`src/hdl/uuidp_pkg.sv`:
```
// uuidp_pkg: shared types, character constants and status codes for the uuid text parser
// used by uuidp_forms, uuidp_result_buf and uuid_text_parser_core; no dependencies
package uuidp_pkg;

    localparam int CountWidth = 6;

    localparam logic [CountWidth-1:0] PLAIN_LEN  = 6'd32;
    localparam logic [CountWidth-1:0] HYPHEN_LEN = 6'd36;
    localparam logic [CountWidth-1:0] BRACE_LEN  = 6'd38;
    localparam logic [CountWidth-1:0] COUNT_MAX  = 6'd39;

    localparam logic [7:0] CH_HYPHEN  = 8'h2D;  // '-'
    localparam logic [7:0] CH_LBRACE  = 8'h7B;  // '{'
    localparam logic [7:0] CH_RBRACE  = 8'h7D;  // '}'
    localparam logic [7:0] CH_DIGIT_0 = 8'h30;
    localparam logic [7:0] CH_DIGIT_9 = 8'h39;
    localparam logic [7:0] CH_LOWER_A = 8'h61;
    localparam logic [7:0] CH_LOWER_F = 8'h66;
    localparam logic [7:0] CH_UPPER_A = 8'h41;
    localparam logic [7:0] CH_UPPER_F = 8'h46;
    localparam logic [3:0] HEX_TEN    = 4'hA;

    localparam logic [1:0] ST_PARSED  = 2'd0;
    localparam logic [1:0] ST_BAD_LEN = 2'd1;
    localparam logic [1:0] ST_BAD_CHR = 2'd2;

    typedef struct packed {
        logic       ok;
        logic [3:0] val;
    } hex_digit_t;

    typedef struct packed {
        logic [63:0] uuid_high;
        logic [63:0] uuid_low;
        logic [1:0]  status;
    } uuidp_result_t;

    function automatic hex_digit_t hex_decode(input logic [7:0] c);
        hex_digit_t d;
        d.ok  = 1'b1;
        d.val = 4'h0;
        if (c >= CH_DIGIT_0 && c <= CH_DIGIT_9) begin
            d.val = 4'(c - CH_DIGIT_0);
        end else if (c >= CH_LOWER_A && c <= CH_LOWER_F) begin
            d.val = HEX_TEN + 4'(c - CH_LOWER_A);
        end else if (c >= CH_UPPER_A && c <= CH_UPPER_F) begin
            d.val = HEX_TEN + 4'(c - CH_UPPER_A);
        end else begin
            d.ok = 1'b0;
        end
        return d;
    endfunction

endpackage

```
`src/hdl/uuidp_forms.sv`:
```
// uuidp_forms: character counter and the three form checkers with their digit shift registers
// depends on uuidp_pkg; produces the result of a string on its final character
module uuidp_forms
    import uuidp_pkg::*;
(
    input  logic          aclk,
    input  logic          aresetn,
    input  logic          fire,
    input  logic [7:0]    char_in,
    input  logic          last_in,
    output uuidp_result_t result
);

    logic [CountWidth-1:0] count_reg, count_next;
    logic                  plain_ok_reg, plain_ok_next;
    logic                  hyphen_ok_reg, hyphen_ok_next;
    logic                  brace_ok_reg, brace_ok_next;
    logic [127:0]          plain_nib_reg, plain_nib_next;
    logic [127:0]          hyphen_nib_reg, hyphen_nib_next;
    logic [127:0]          brace_nib_reg, brace_nib_next;

    hex_digit_t digit;
    logic       hy_mark;
    logic       br_mark;
    logic [7:0] br_mark_char;
    logic       sel_ok;
    logic [127:0] sel_nib;

    always_comb begin
        digit = hex_decode(char_in);

        hy_mark = (count_reg == 6'd8) || (count_reg == 6'd13) ||
                  (count_reg == 6'd18) || (count_reg == 6'd23);

        br_mark      = 1'b1;
        br_mark_char = CH_HYPHEN;
        if (count_reg == 6'd0) begin
            br_mark_char = CH_LBRACE;
        end else if (count_reg == BRACE_LEN - 6'd1) begin
            br_mark_char = CH_RBRACE;
        end else begin
            br_mark = (count_reg == 6'd9) || (count_reg == 6'd14) ||
                      (count_reg == 6'd19) || (count_reg == 6'd24);
        end

        plain_ok_next   = plain_ok_reg;
        plain_nib_next  = plain_nib_reg;
        hyphen_ok_next  = hyphen_ok_reg;
        hyphen_nib_next = hyphen_nib_reg;
        brace_ok_next   = brace_ok_reg;
        brace_nib_next  = brace_nib_reg;

        if (count_reg < PLAIN_LEN) begin
            if (digit.ok) begin
                plain_nib_next = {plain_nib_reg[123:0], digit.val};
            end else begin
                plain_ok_next = 1'b0;
            end
        end

        if (count_reg < HYPHEN_LEN) begin
            if (hy_mark) begin
                if (char_in != CH_HYPHEN) begin
                    hyphen_ok_next = 1'b0;
                end
            end else if (digit.ok) begin
                hyphen_nib_next = {hyphen_nib_reg[123:0], digit.val};
            end else begin
                hyphen_ok_next = 1'b0;
            end
        end

        if (count_reg < BRACE_LEN) begin
            if (br_mark) begin
                if (char_in != br_mark_char) begin
                    brace_ok_next = 1'b0;
                end
            end else if (digit.ok) begin
                brace_nib_next = {brace_nib_reg[123:0], digit.val};
            end else begin
                brace_ok_next = 1'b0;
            end
        end

        count_next = (count_reg < COUNT_MAX) ? count_reg + 6'd1 : count_reg;

        // pick the form whose length matches the final count
        sel_ok  = 1'b0;
        sel_nib = '0;
        result.status = ST_BAD_LEN;
        case (count_next)
            PLAIN_LEN: begin
                sel_ok        = plain_ok_next;
                sel_nib       = plain_nib_next;
                result.status = plain_ok_next ? ST_PARSED : ST_BAD_CHR;
            end
            HYPHEN_LEN: begin
                sel_ok        = hyphen_ok_next;
                sel_nib       = hyphen_nib_next;
                result.status = hyphen_ok_next ? ST_PARSED : ST_BAD_CHR;
            end
            BRACE_LEN: begin
                sel_ok        = brace_ok_next;
                sel_nib       = brace_nib_next;
                result.status = brace_ok_next ? ST_PARSED : ST_BAD_CHR;
            end
            default: begin
                sel_ok        = 1'b0;
                sel_nib       = '0;
                result.status = ST_BAD_LEN;
            end
        endcase
        result.uuid_high = sel_ok ? sel_nib[127:64] : 64'd0;
        result.uuid_low  = sel_ok ? sel_nib[63:0]   : 64'd0;
    end

    always_ff @(posedge aclk) begin
        if (!aresetn) begin
            count_reg      <= '0;
            plain_ok_reg   <= 1'b1;
            hyphen_ok_reg  <= 1'b1;
            brace_ok_reg   <= 1'b1;
            plain_nib_reg  <= '0;
            hyphen_nib_reg <= '0;
            brace_nib_reg  <= '0;
        end else if (fire) begin
            if (last_in) begin
                // string done, back to the start state
                count_reg      <= '0;
                plain_ok_reg   <= 1'b1;
                hyphen_ok_reg  <= 1'b1;
                brace_ok_reg   <= 1'b1;
                plain_nib_reg  <= '0;
                hyphen_nib_reg <= '0;
                brace_nib_reg  <= '0;
            end else begin
                count_reg      <= count_next;
                plain_ok_reg   <= plain_ok_next;
                hyphen_ok_reg  <= hyphen_ok_next;
                brace_ok_reg   <= brace_ok_next;
                plain_nib_reg  <= plain_nib_next;
                hyphen_nib_reg <= hyphen_nib_next;
                brace_nib_reg  <= brace_nib_next;
            end
        end
    end

`ifndef ASSERT_OFF
    a_count_bound: assert property (@(posedge aclk) disable iff (!aresetn)
        count_reg <= COUNT_MAX)
        else $error("character count beyond saturation");
    a_last_clears: assert property (@(posedge aclk) disable iff (!aresetn)
        fire && last_in |=> count_reg == '0 && plain_ok_reg && hyphen_ok_reg && brace_ok_reg)
        else $error("state not cleared after final character");
    a_fail_zero: assert property (@(posedge aclk) disable iff (!aresetn)
        result.status != ST_PARSED |-> result.uuid_high == 64'd0 && result.uuid_low == 64'd0)
        else $error("nonzero uuid on failed parse");
`endif

endmodule

```
`src/hdl/uuidp_result_buf.sv`:
```
// uuidp_result_buf: output register with one skid entry for parse results
// depends on uuidp_pkg for the result type
module uuidp_result_buf
    import uuidp_pkg::*;
(
    input  logic          aclk,
    input  logic          aresetn,
    input  logic          push,
    input  uuidp_result_t push_data,
    output logic          push_ready,
    output logic          out_valid,
    output uuidp_result_t out_data,
    input  logic          out_ready
);

    logic          out_valid_reg;
    logic          skid_valid_reg;
    uuidp_result_t out_data_reg;
    uuidp_result_t skid_data_reg;
    logic          pop;

    assign pop        = out_valid_reg && out_ready;
    assign push_ready = !skid_valid_reg;
    assign out_valid  = out_valid_reg;
    assign out_data   = out_data_reg;

    always_ff @(posedge aclk) begin
        if (!aresetn) begin
            out_valid_reg  <= 1'b0;
            skid_valid_reg <= 1'b0;
        end else begin
            if (pop) begin
                out_valid_reg  <= skid_valid_reg || push;
                skid_valid_reg <= 1'b0;
            end else if (push) begin
                if (out_valid_reg) begin
                    skid_valid_reg <= 1'b1;
                end else begin
                    out_valid_reg <= 1'b1;
                end
            end
        end
    end

    always_ff @(posedge aclk) begin
        if (pop) begin
            out_data_reg <= skid_valid_reg ? skid_data_reg : push_data;
        end else if (push && !out_valid_reg) begin
            out_data_reg <= push_data;
        end
        if (push && out_valid_reg && !pop) begin
            skid_data_reg <= push_data;
        end
    end

`ifndef ASSERT_OFF
    a_skid_order: assert property (@(posedge aclk) disable iff (!aresetn)
        skid_valid_reg |-> out_valid_reg)
        else $error("skid entry held without output entry");
    a_no_overflow: assert property (@(posedge aclk) disable iff (!aresetn)
        push |-> !skid_valid_reg)
        else $error("result pushed into full buffer");
`endif

endmodule

```
`src/hdl/uuid_text_parser_core.sv`:
```
// uuid_text_parser_core: top level of the uuid text parser
// depends on uuidp_pkg, uuidp_forms and uuidp_result_buf
//
// Usage:
//   s_ channel: one character per transaction in s_tdata[7:0], s_tlast high on
//   the final character of a string. Plain (32 hex digits), hyphenated (36)
//   and braced (38) forms are checked in parallel, digits in either case.
//   m_ channel: one transaction per string, issued for its final character:
//   bytes 0..7 and 8..15 of the uuid and a status (0 parsed, 1 bad length,
//   2 bad character); the uuid is zero whenever the status is not 0.
//   Pipeline: a final character is held in the input register and its result
//   is registered for m_tvalid (one input register, one result register).
//   Throughput: one character per cycle while s_tready is high; each character
//   passes once through the form checkers between the two registers.
//   Stalls: a result that is not taken waits in the output register while
//   parsing goes on; a second finished result waits in a skid entry, and only
//   a third final character holds s_tready low until m_tready frees space.
//   Reset: aresetn (synchronous, active low) clears the character count, the
//   form flags and all pending transactions; the next character starts a string.
module uuid_text_parser_core
    import uuidp_pkg::*;
(
    input  logic         aclk,
    input  logic         aresetn,
    input  logic         s_tvalid,
    output logic         s_tready,
    input  logic [7:0]   s_tdata,   // [7:0] character
    input  logic         s_tlast,
    output logic         m_tvalid,
    input  logic         m_tready,
    output logic [135:0] m_tdata    // [63:0] uuid_high, [127:64] uuid_low, [129:128] status
);

    logic          in_valid_reg;
    logic [7:0]    char_reg;
    logic          last_reg;
    logic          advance;
    logic          buf_ready;
    uuidp_result_t stage_result;
    uuidp_result_t out_result;

    // a non-final character never waits on the result side
    assign advance  = in_valid_reg && (!last_reg || buf_ready);
    assign s_tready = !in_valid_reg || advance;

    always_ff @(posedge aclk) begin
        if (!aresetn) begin
            in_valid_reg <= 1'b0;
        end else if (s_tready) begin
            in_valid_reg <= s_tvalid;
        end
    end

    always_ff @(posedge aclk) begin
        if (s_tvalid && s_tready) begin
            char_reg <= s_tdata;
            last_reg <= s_tlast;
        end
    end

    uuidp_forms u_forms (
        .aclk    (aclk),
        .aresetn (aresetn),
        .fire    (advance),
        .char_in (char_reg),
        .last_in (last_reg),
        .result  (stage_result)
    );

    uuidp_result_buf u_result_buf (
        .aclk       (aclk),
        .aresetn    (aresetn),
        .push       (advance && last_reg),
        .push_data  (stage_result),
        .push_ready (buf_ready),
        .out_valid  (m_tvalid),
        .out_data   (out_result),
        .out_ready  (m_tready)
    );

    assign m_tdata = {6'd0, out_result.status, out_result.uuid_low, out_result.uuid_high};

endmodule

```
`config.mk`:
```
export PLATFORM = sky130hd
export DESIGN_NAME = uuid_text_parser_core
export DESIGN_NICKNAME = d
export VERILOG_FILES = /design/src/hdl/uuidp_pkg.sv /design/src/hdl/uuidp_forms.sv /design/src/hdl/uuidp_result_buf.sv /design/src/hdl/uuid_text_parser_core.sv
export SDC_FILE = /design/constraint.sdc
export NUM_CORES = 1
export LEC_CHECK = 0
export ABC_CLOCK_PERIOD_IN_PS = 46700
export BUFFER_PORTS_ARGS = -buffer_cell sky130_fd_sc_hd__buf_2
export CORE_ASPECT_RATIO = 0.75
export CORE_UTILIZATION = 63
export CTS_CLUSTER_DIAMETER = 40
export DETAILED_ROUTE_END_ITERATION = 10
export HOLD_SLACK_MARGIN = 0.06
export PLACE_DENSITY = 0.82
export SLEW_MARGIN = 30
export SYNTH_ARGS = -nofsm -noshare
export SYNTH_HDL_FRONTEND = slang
export SYNTH_SLANG_ARGS = --single-unit
```
`constraint.sdc`:
```
create_clock -name aclk -period 46.7 [get_ports aclk]
set_input_delay 14.01 -clock aclk [delete_from_list [all_inputs] [get_ports aclk]]
set_output_delay 14.01 -clock aclk [all_outputs]
set_load 0.01 [all_outputs]
```
==> metrics <==
Worst Hold Class flop to flop; antenna violations before repair 1; TritonCTS buffer count approximately 70; fillers approximately 3.3k; post-CTS setup buffer count 0; outcome finished, final reports clean; Die Ht a little under 200 um; Setup Crit Path Kind flop to primary output; vias per std cell 6.49; Avg WL per Cell between 20 and 25 um; DRC violation total after the first TritonRoute iteration 2745; Peak VDD IR roughly 0.021 mV; IO buf count roughly 140; area occupied by multi-input gates approximately 14000 um^2; cell family with most CP delay flip-flops; vias in the first global route approximately 23k; post-route core utilization a little under three quarters; final-report setup violation count 0; area added between synthesis and finish 9.83%; worst-path fanout max 16; Clock Path Buffers 3; hold-fix buffers at CTS 0; Clock Tree Root clkbuf_16; sequential-to-total area share from yosys stat 51.8%; Max-slew headroom between 20% and 30%; row cnt around 70; grt ovf 0; DRC 0; Final min period around 16 ns; RSZ-0062 raised after global routing no; Die X 258 um; pins over their slew limit 0; Cell variety after synth 70; Static Leak 10.6 nW; post-route ant nets 0; nets between 2k and 3k; total power divided by cell area ~36 nW/um^2; Clock transition at path regs approximately 0.06 ns; Mapped Cells just under 3k; Final TNS setup 0 ns; # IOs between 150 and 200; Syn Std Cell Area approximately 31000 um^2; Routed WL just under 80000 um; Tcrit/Tclk final between 30% and 40%; H-tree depth 3; Core ar. 47900 um^2; ys async rst share 0%; Max-cap violations 0; die footprint 50000 um^2; hpwl dp 43600 um; mean area per synthesized cell between 10 and 15 um^2; largest net degree at the start of global routing roughly 140; Resize count post-CTS 0; Critical Path Source Type flop; global-route wire length before repair roughly 120000 um; Max Clock Freq ~0.062 GHz; Buf/Inv on CP 1; DR vias about 23k; Critical Path AT roughly 2.0 ns; Required @ worst endpoint roughly 33 ns; final setup skew 0.0199 ns; worst slew pin tran around 1.1 ns; #FFs+latches synth about 670; crit-path cells nand3_1 -> buf_2; DR pass1 iterations 6; clk_lat worst skew approximately 0.62 ns; clock sinks 665; ys flop type dfxtp_1; Starting Density 64.5%; Final Hold Vio Count 0; CTS tree built; Sequential Area roughly 16000 um^2; GRT Util Overall between 30% and 40%; slowest CP cell edfxtp_1; Worst Setup End Kind primary output; crit-path max cell delay between 0.9 and 1 ns; gpl congestion roughly 0.83; Syn. warnings 0; Post-synth EDFFs 269; share of cells above drive strength 1 roughly 15%; ANT cells 0
per-layer routing:
layer  global-route usage, %  vias to the layer above  routed length, um
met5                       0                        -                  0
met4                    11.1                        0               1930
met3                    5.03                      143               5680
met2                    48.2                      966              35800
met1                    41.8                    11500              33700
li1                        -                    10700                  -
report_power, final:
group	internal, W	switching [W]	total (W)
clock network	0.000339	0.000240	0.000579
logic	0.0000147	0.0000266	0.0000413
registers	0.000606	0.00000272	0.000609
total	0.000959	0.000269	0.00123
synth_stat cells (3+ instances only):
cell type | n | area share, %
a21boi_0 | 5 | 0.12
a21o_1 | 3 | 0.073
a21oi_1 | 138 | 2.2
a22oi_1 | 379 | 9.2
a31oi_1 | 7 | 0.14
and2_1 | 13 | 0.26
and3_1 | 5 | 0.10
buf_1 | 11 | 0.13
buf_2 | 91 | 1.5
buf_4 | 24 | 0.58
buf_6 | 13 | 0.47
clkbuf_1 | 128 | 1.6
dfxtp_1 | 396 | 26
edfxtp_1 | 269 | 26
ha_1 | 7 | 0.28
inv_1 | 12 | 0.15
mux2_2 | 131 | 4.8
mux2i_1 | 258 | 8.4
nand2_1 | 152 | 1.8
nand2b_1 | 6 | 0.12
nand3_1 | 9 | 0.15
nor2_1 | 146 | 1.8
nor2b_1 | 385 | 7.8
nor3_1 | 3 | 0.049
o21a_1 | 3 | 0.073
o21ai_0 | 96 | 1.6
o21ai_1 | 42 | 0.68
o21bai_1 | 3 | 0.073
o22ai_1 | 128 | 2.6
worst paths after layout:
path / depth (start not counted) / endpoint / slack (ns) / from
hold / removal: 1 / u_forms.brace_ok_reg / 0.48 / u_forms.brace_ok_reg
hold reg to reg: 1 / u_forms.brace_ok_reg / 0.48 / u_forms.brace_ok_reg
setup / recovery: 2 / s_tready / 30.65 / last_reg
setup reg to reg: 9 / u_result_buf.out_data[34] / 41.79 / char_reg[0]
final cells by class:
type,instances,share of cell area (%)
clock inverter,36,1.20
tap,639,2.35
timing repair buffer,174,2.98
clock buffer,98,5.90
sequential,665,47.1
multi-input combinational,1976,40.3
inverter,12,0.133
kinds of logic (layout without fill, tap and decap cells):
family | count (synthesis) | in the layout | share of synthesized area, %
compound gates | 839 | 839 | 17.9
buf+inv | 279 | 320 | 4.36
mux | 389 | 389 | 13.1
simple gates | 735 | 735 | 12.5
fa+ha+maj | 7 | 7 | 0.283
other cells | 1 | 6 | 0.0121
flops | 665 | 665 | 51.8
stage by stage:
stage / hold WS, ns / setup WS [ns] / power (W) / cells / instance area, um^2
finish: 0.479 / 30.65 / 0.00123 / 3600 / 34000
floorplan: 0.431 / 22.44 / 0.000653 / 2920 / 30900
global placement: 0.444 / 30.37 / 0.000661 / 3465 / 31500
detailed placement: 0.455 / 30.30 / 0.000662 / 3465 / 31500
global route: 0.503 / 30.55 / 0.00126 / 3600 / 34000
CTS: 0.468 / 30.65 / 0.00123 / 3599 / 33900
cell usage in the layout (no fill, tap or decap), types with 6 or more instances in the layout:
cell         n
bufinv_16    6
o22ai_1    128
clkbuf_8     6
o21ai_0     95
clkbuf_16   74
a22oi_1    379
inv_1       12
a21oi_1    138
nor2_1     145
conb_1       6
buf_2      143
buf_6        7
clkinv_1     6
clkbuf_1    17
buf_4       21
o21ai_1     41
nand2_1    152
a31oi_1      7
mux2i_1    258
edfxtp_1   269
ha_1         7
and2_1      12
nor2b_1    385
dfxtp_1    396
clkinv_2     8
nand3_1      9
mux2_2     131
No activity file was read; power rests on OpenSTA's default activity.
